`src/design/bdtcp_pkg.sv`:
```
// ----------------------------------------------------------------------------
// BCD day-time clock printer package
// Character codes, message kinds and the fixed console texts.
// ----------------------------------------------------------------------------
package bdtcp_pkg;

   localparam logic [7:0] CHAR_CR    = 8'h0D;
   localparam logic [7:0] CHAR_LF    = 8'h0A;
   localparam logic [7:0] CHAR_COLON = 8'h3A;
   localparam logic [7:0] CHAR_ZERO  = 8'h30;

   localparam logic       CMD_TICK = 1'b0;
   localparam logic       CMD_RX   = 1'b1;

   localparam int unsigned IDX_W = 5;

   // Index of the final character (LF) for each kind of line.
   localparam logic [IDX_W-1:0] LAST_TICK  = 5'd12;
   localparam logic [IDX_W-1:0] LAST_RESET = 5'd10;
   localparam logic [IDX_W-1:0] LAST_HINT  = 5'd27;

   typedef enum logic [1:0] {
      KIND_TICK  = 2'd0,
      KIND_RESET = 2'd1,
      KIND_HINT  = 2'd2
   } kind_type;

   // "RTC reset" followed by CR and LF.
   function automatic logic [7:0] reset_char(input logic [IDX_W-1:0] idx);
      logic [7:0] ch;
      case (idx)
         5'd0:    ch = "R";
         5'd1:    ch = "T";
         5'd2:    ch = "C";
         5'd3:    ch = " ";
         5'd4:    ch = "r";
         5'd5:    ch = "e";
         5'd6:    ch = "s";
         5'd7:    ch = "e";
         5'd8:    ch = "t";
         5'd9:    ch = CHAR_CR;
         default: ch = CHAR_LF;
      endcase
      return ch;
   endfunction

   // "Press <ENTER> to reset RTC" followed by CR and LF.
   function automatic logic [7:0] hint_char(input logic [IDX_W-1:0] idx);
      logic [7:0] ch;
      case (idx)
         5'd0:    ch = "P";
         5'd1:    ch = "r";
         5'd2:    ch = "e";
         5'd3:    ch = "s";
         5'd4:    ch = "s";
         5'd5:    ch = " ";
         5'd6:    ch = "<";
         5'd7:    ch = "E";
         5'd8:    ch = "N";
         5'd9:    ch = "T";
         5'd10:   ch = "E";
         5'd11:   ch = "R";
         5'd12:   ch = ">";
         5'd13:   ch = " ";
         5'd14:   ch = "t";
         5'd15:   ch = "o";
         5'd16:   ch = " ";
         5'd17:   ch = "r";
         5'd18:   ch = "e";
         5'd19:   ch = "s";
         5'd20:   ch = "e";
         5'd21:   ch = "t";
         5'd22:   ch = " ";
         5'd23:   ch = "R";
         5'd24:   ch = "T";
         5'd25:   ch = "C";
         5'd26:   ch = CHAR_CR;
         default: ch = CHAR_LF;
      endcase
      return ch;
   endfunction

endpackage

```
`src/design/bcd_day_time_clock_printer.sv`:
```
// ----------------------------------------------------------------------------
// BCD day-time clock printer
// Day/hour/minute/second BCD counter with a text console line generator.
// ----------------------------------------------------------------------------
// A tick word (tuser 0) advances the DD:HH:MM:SS count and prints the new
// time as "DD:HH:MM:SS" CR LF; a received byte word (tuser 1) prints
// "RTC reset" CR LF and clears the time when the byte is a carriage return,
// and "Press <ENTER> to reset RTC" CR LF otherwise. Output is one character
// per word, with tlast on the LF. The time is updated in the cycle the input
// word is taken, and a character generator then sends one character per
// cycle unless rsp_tready holds it back; a tick line has 13 characters, a
// reset line 11 and a hint line 28. The next input word is taken in the same
// cycle as the LF of the current line is loaded into the output register.
// ----------------------------------------------------------------------------
module bcd_day_time_clock_printer
   import bdtcp_pkg::*;
(
   input  logic       clock,
   input  logic       reset,
   input  logic       req_tvalid,
   output logic       req_tready,
   input  logic [7:0] req_tdata,   // [7:0] rx_byte
   input  logic       req_tuser,   // [0] command
   output logic       rsp_tvalid,
   input  logic       rsp_tready,
   output logic [7:0] rsp_tdata,   // [7:0] out_char
   output logic       rsp_tlast
);

   logic [3:0] sec_u_ff, sec_u_in;
   logic [2:0] sec_t_ff, sec_t_in;
   logic [3:0] min_u_ff, min_u_in;
   logic [2:0] min_t_ff, min_t_in;
   logic [3:0] hr_u_ff,  hr_u_in;
   logic [1:0] hr_t_ff,  hr_t_in;
   logic [3:0] day_u_ff, day_u_in;
   logic [3:0] day_t_ff, day_t_in;

   logic             active_ff, active_in;
   kind_type         kind_ff, kind_in;
   logic [IDX_W-1:0] idx_ff, idx_in;
   logic             out_valid_ff, out_valid_in;
   logic [7:0]       out_char_ff, out_char_in;
   logic             out_last_ff, out_last_in;

   logic             accept;
   logic             load;
   logic             last_load;
   logic [IDX_W-1:0] last_idx;
   logic [7:0]       cur_char;
   logic             is_cr;

   assign is_cr     = (req_tdata == CHAR_CR);
   assign load      = active_ff && (!out_valid_ff || rsp_tready);
   assign last_load = load && (idx_ff == last_idx);
   assign req_tready = !active_ff || last_load;
   assign accept    = req_tvalid && req_tready;

   always_comb begin
      case (kind_ff)
         KIND_TICK:  last_idx = LAST_TICK;
         KIND_RESET: last_idx = LAST_RESET;
         default:    last_idx = LAST_HINT;
      endcase
   end

   // Time line characters, taken from the live counters.
   always_comb begin
      case (kind_ff)
         KIND_TICK: begin
            case (idx_ff)
               5'd0:    cur_char = CHAR_ZERO | {4'b0, day_t_ff};
               5'd1:    cur_char = CHAR_ZERO | {4'b0, day_u_ff};
               5'd3:    cur_char = CHAR_ZERO | {6'b0, hr_t_ff};
               5'd4:    cur_char = CHAR_ZERO | {4'b0, hr_u_ff};
               5'd6:    cur_char = CHAR_ZERO | {5'b0, min_t_ff};
               5'd7:    cur_char = CHAR_ZERO | {4'b0, min_u_ff};
               5'd9:    cur_char = CHAR_ZERO | {5'b0, sec_t_ff};
               5'd10:   cur_char = CHAR_ZERO | {4'b0, sec_u_ff};
               5'd11:   cur_char = CHAR_CR;
               5'd12:   cur_char = CHAR_LF;
               default: cur_char = CHAR_COLON;
            endcase
         end
         KIND_RESET: cur_char = reset_char(idx_ff);
         default:    cur_char = hint_char(idx_ff);
      endcase
   end

   // Cascaded BCD count and clear.
   always_comb begin
      sec_u_in = sec_u_ff;
      sec_t_in = sec_t_ff;
      min_u_in = min_u_ff;
      min_t_in = min_t_ff;
      hr_u_in  = hr_u_ff;
      hr_t_in  = hr_t_ff;
      day_u_in = day_u_ff;
      day_t_in = day_t_ff;
      if (accept && req_tuser == CMD_TICK) begin
         if (sec_u_ff != 4'd9) begin
            sec_u_in = sec_u_ff + 4'd1;
         end else begin
            sec_u_in = 4'd0;
            if (sec_t_ff != 3'd5) begin
               sec_t_in = sec_t_ff + 3'd1;
            end else begin
               sec_t_in = 3'd0;
               if (min_u_ff != 4'd9) begin
                  min_u_in = min_u_ff + 4'd1;
               end else begin
                  min_u_in = 4'd0;
                  if (min_t_ff != 3'd5) begin
                     min_t_in = min_t_ff + 3'd1;
                  end else begin
                     min_t_in = 3'd0;
                     if (hr_u_ff == 4'd9) begin
                        hr_u_in = 4'd0;
                        hr_t_in = hr_t_ff + 2'd1;
                     end else if (hr_u_ff == 4'd3 && hr_t_ff == 2'd2) begin
                        // Midnight: the hour wraps and a day is counted.
                        hr_u_in = 4'd0;
                        hr_t_in = 2'd0;
                        if (day_u_ff != 4'd9) begin
                           day_u_in = day_u_ff + 4'd1;
                        end else begin
                           day_u_in = 4'd0;
                           day_t_in = (day_t_ff == 4'd9) ? 4'd0 : day_t_ff + 4'd1;
                        end
                     end else begin
                        hr_u_in = hr_u_ff + 4'd1;
                     end
                  end
               end
            end
         end
      end else if (accept && is_cr) begin
         sec_u_in = 4'd0;
         sec_t_in = 3'd0;
         min_u_in = 4'd0;
         min_t_in = 3'd0;
         hr_u_in  = 4'd0;
         hr_t_in  = 2'd0;
         day_u_in = 4'd0;
         day_t_in = 4'd0;
      end
   end

   always_comb begin
      active_in = active_ff;
      kind_in   = kind_ff;
      idx_in    = idx_ff;
      if (accept) begin
         active_in = 1'b1;
         idx_in    = '0;
         if (req_tuser == CMD_TICK) begin
            kind_in = KIND_TICK;
         end else if (is_cr) begin
            kind_in = KIND_RESET;
         end else begin
            kind_in = KIND_HINT;
         end
      end else if (last_load) begin
         active_in = 1'b0;
      end else if (load) begin
         idx_in = idx_ff + 5'd1;
      end
   end

   always_comb begin
      out_valid_in = out_valid_ff;
      out_char_in  = out_char_ff;
      out_last_in  = out_last_ff;
      if (load) begin
         out_valid_in = 1'b1;
         out_char_in  = cur_char;
         out_last_in  = (idx_ff == last_idx);
      end else if (rsp_tready) begin
         out_valid_in = 1'b0;
      end
   end

   always_ff @(posedge clock) begin
      if (reset) begin
         sec_u_ff     <= 4'd0;
         sec_t_ff     <= 3'd0;
         min_u_ff     <= 4'd0;
         min_t_ff     <= 3'd0;
         hr_u_ff      <= 4'd0;
         hr_t_ff      <= 2'd0;
         day_u_ff     <= 4'd0;
         day_t_ff     <= 4'd0;
         active_ff    <= 1'b0;
         kind_ff      <= KIND_TICK;
         idx_ff       <= '0;
         out_valid_ff <= 1'b0;
      end else begin
         sec_u_ff     <= sec_u_in;
         sec_t_ff     <= sec_t_in;
         min_u_ff     <= min_u_in;
         min_t_ff     <= min_t_in;
         hr_u_ff      <= hr_u_in;
         hr_t_ff      <= hr_t_in;
         day_u_ff     <= day_u_in;
         day_t_ff     <= day_t_in;
         active_ff    <= active_in;
         kind_ff      <= kind_in;
         idx_ff       <= idx_in;
         out_valid_ff <= out_valid_in;
      end
   end

   always_ff @(posedge clock) begin
      out_char_ff <= out_char_in;
      out_last_ff <= out_last_in;
   end

   assign rsp_tvalid = out_valid_ff;
   assign rsp_tdata  = out_char_ff;
   assign rsp_tlast  = out_last_ff;

endmodule
```
`config.mk`:
```
export PLATFORM = sky130hd
export DESIGN_NAME = bcd_day_time_clock_printer
export DESIGN_NICKNAME = d
export VERILOG_FILES = /design/src/design/bdtcp_pkg.sv /design/src/design/bcd_day_time_clock_printer.sv
export SDC_FILE = /design/constraint.sdc
export NUM_CORES = 1
export LEC_CHECK = 0
export BUFFER_PORTS_ARGS = -buffer_cell sky130_fd_sc_hd__buf_2
export CAP_MARGIN = 20
export CORE_ASPECT_RATIO = 0.6
export CORE_MARGIN = 5
export CORE_UTILIZATION = 66
export CTS_CLUSTER_SIZE = 12
export DETAILED_ROUTE_END_ITERATION = 12
export PLACE_DENSITY = 0.95
export SLEW_MARGIN = 20
export SYNTH_ARGS = -nofsm -noshare
export SYNTH_HDL_FRONTEND = slang
export SYNTH_SLANG_ARGS = --single-unit
export TNS_END_PERCENT = 100
```
`constraint.sdc`:
```
create_clock -name clock -period 4.3 [get_ports clock]
set_input_delay 0.43 -clock clock [delete_from_list [all_inputs] [get_ports clock]]
set_output_delay 0.43 -clock clock [all_outputs]
set_load 0.05 [all_outputs]
```
==> flow_metrics.tcl <==
set metrics [dict create \
    cts_buffer_depth 2 \
    fin_tns_setup_ps 0 \
    p_leak_nw 1.522 \
    ys_ff_latch 59 \
    postLayoutCoreUtil_pct 74.77 \
    synth_top_area_cell "dfxtp_1" \
    cts_buffers 9 \
    grt_pass1_vias 3436 \
    end_kind "flop" \
    post_cts_resize_count 0 \
    drive_gt1_share_pct 11.63 \
    worst_skew_pair.late_latency_ps 360 \
    start_util_pct 67.93 \
    cp_common_cell "a2111oi_0" \
    ys.flop_type "dfxtp_1" \
    netlist_area_sq_mm 0.003766 \
    synth.most_common_cell "dfxtp_1" \
    synth_common_cells "dfxtp_1, nor2_1, a21oi_1, inv_1, nand2_1" \
    layout_setup_ws_ps 659.9 \
    netlist_instances 454 \
    arrival_ps 3840 \
    synth_edf_count 8 \
    preCtsSetupSlack_ps 739.9 \
    ff2ff_setup_slack_ps 660 \
    slew_headroom_pct 28.91 \
    drcViolationCount 0 \
    rsz0062_at_grt "false" \
    wire_per_inst_microns 19.21 \
    place.detailed.hpwl_mm 7.744 \
    timing.rr.start "idx_ff[2]$_SDFFE_PP0N_" \
    pin_count 24 \
    clock.fmax_ghz 0.2747 \
    worst_setup_path_start_kind "flop" \
    die_w_microns 107.5 \
    ir_drop_v 0.0003233 \
    yosys_warnings 0 \
    whs_path_depth 3 \
    cts_tree "done" \
    required_ps 4500 \
    min_period_ps 3640 \
    dp.cells 537 \
    core-area_sq_mm 0.005544 \
    crit_chain "and3b_1, o211a_2, nor3_1, or2_0, nand2_1, inv_1, ha_1, and2_1, a2111oi_0, a2111oi_0" \
    syn_to_final_growth_pct 10.07 \
    holdBufCountCts 0 \
    drt_pass1_iterations 8 \
    rows 21 \
    antenna_cells 0 \
    portBuffers 22 \
    seq_area_frac_synth_pct 33.49 \
    worstMarginPinSlew_ps 1059 \
    async_reset_ff_share_pct 0 \
    antenna_left 0 \
    wirelength_mm 10.62 \
    antenna_found_initial 0 \
    viasPerCell 6.870 \
    synth_top_area_share_pct 27.11 \
    status "completed" \
    htree_levels 3 \
    die-area_sq_mm 0.007367 \
    synth_area_leaders "dfxtp_1, ha_1, edfxtp_1, a21oi_1, o21ai_0" \
    nNetsFinal 504 \
    grt_usage_pct 30.77 \
    postCtsSetupRepairBufs 0 \
    critPathSlowestCell "dfxtp_1" \
    maxCapViolCount 0 \
    syn_area_per_cell_sq_um 8.295 \
    period_share_pct 84.65 \
    hold_viol_final 0 \
    yosysUniqueCellTypes 73 \
    maxSlewViolCount 0 \
    critPathMaxStageDelay_ps 800 \
    setup_violations 0 \
    pwr_density_cell_mw_per_mm2 319.9 \
    clock_sinks 59 \
    min_from "req_tvalid" \
    grt_pass1_wl_mm 17.44 \
    synthesis.nets 490 \
    dieHeight_microns 68.52 \
    path_clk_slew_ps 70 \
    hp-class "in2reg" \
    root_buffer "clkbuf_8" \
    grt.overflow.total 0 \
    critPathKind "reg2reg" \
    dr_total_vias 3799 \
    grt_max_degree 32 \
    skew_ps 10.00 \
    drt_iter0_drc 707 \
    reg2reg_depth 10 \
    holdPathEnd "active_ff$_SDFFE_PP0P_" \
    fin_cells 553 \
    gp_congestion 1.020 \
    cp_max_fo 21 \
]
-- cells by family after synthesis --
| logic type | Yosys count | share of synthesized area [%] |
|---|---|---|
| AND/OR/NAND/NOR | 166 | 24.55 |
| AO/OA/AOI/OAI | 142 | 25.81 |
| flip-flops | 59 | 33.49 |
| buffers and inverters | 53 | 5.814 |
| adder cells (fa/ha/maj) | 23 | 7.641 |
| multiplexers | 6 | 1.661 |
| XOR/XNOR | 4 | 0.9304 |
| other | 1 | 0.09957 |
-- placed cells by master, fill, tap and decap left out, types with 11 or more instances in the layout --
| cell | netlist | final |
|---|---|---|
| inv_1 | 30 | 30 |
| nor2_1 | 36 | 36 |
| buf_2 | 7 | 22 |
| nand3_1 | 15 | 15 |
| a21oi_1 | 35 | 35 |
| nand3b_1 | 11 | 11 |
| nor3_1 | 16 | 16 |
| nand2_1 | 30 | 30 |
| ha_1 | 23 | 23 |
| o21ai_0 | 29 | 29 |
| dfxtp_1 | 51 | 51 |
-- report_power, final --
| part | total [mW] | internal, mW | switching [mW] |
|---|---|---|---|
| Combinational | 0.122 | 0.0354 | 0.0871 |
| Sequential | 0.583 | 0.571 | 0.0116 |
| Clock | 0.621 | 0.383 | 0.237 |
| Total | 1.33 | 0.990 | 0.336 |
-- cell type report --
cell class / instances / area (sq um)
well taps: 80 / 100.1
multi-input cells: 342 / 2291
repair buffers: 26 / 140.1
inverters: 30 / 112.6
fillers: 382 / 1399
flip-flops and latches: 59 / 1261
clock buffers: 9 / 123.9
clock inverters: 7 / 116.4
-- critical path: cells and delay by family (launching register included) --
kind | cells | cell delay, ps
fa+ha+maj | 1 | 200
compound gates | 3 | 950
simple gates | 5 | 1350
buf+inv | 1 | 180
flops | 1 | 800
-- how the worst max path moves through the flow --
| stage | start | to | slack [ps] | cells past startpoint |
|---|---|---|---|---|
| after detailed placement | idx_ff[2]$_SDFFE_PP0N_ | flop | 740 | 10 |
| after CTS | idx_ff[2]$_SDFFE_PP0N_ | flop | 710 | 10 |
| after global placement | idx_ff[2]$_SDFFE_PP0N_ | flop | 1030 | 10 |
| final | idx_ff[2]$_SDFFE_PP0N_ | flop | 660 | 10 |
| after floorplan | rsp_tvalid$_SDFFE_PP0P_ | flop | 1470 | 10 |
| after global routing | idx_ff[2]$_SDFFE_PP0N_ | flop | 410 | 10 |
-- metrics by stage --
| stage | hold slack (ps) | instance area [sq um] | total power, mW |
|---|---|---|---|
| final | 393.1 | 4145 | 1.326 |
| after CTS | 382.2 | 4145 | 1.322 |
| after global placement | 491.2 | 3905 | 0.7084 |
| after global routing | 386.0 | 4145 | 1.366 |
| after floorplan | 460.8 | 3766 | 0.6786 |
| after detailed placement | 495.2 | 3905 | 0.7131 |
-- per-layer routing --
metal / wire length, microns / part of all wire [%] / vias to the layer above / GRT usage (%)
met5: 0 / 0 / - / 0
met3: 1571 / 15 / 38 / 11.07
met4: 227 / 2.1 / 0 / 9.921
met1: 4519 / 43 / 1749 / 42.90
met2: 4303 / 41 / 277 / 44.43
li1: - / - / 1735 / -
Note: power is estimated with default switching activity, not from simulation.
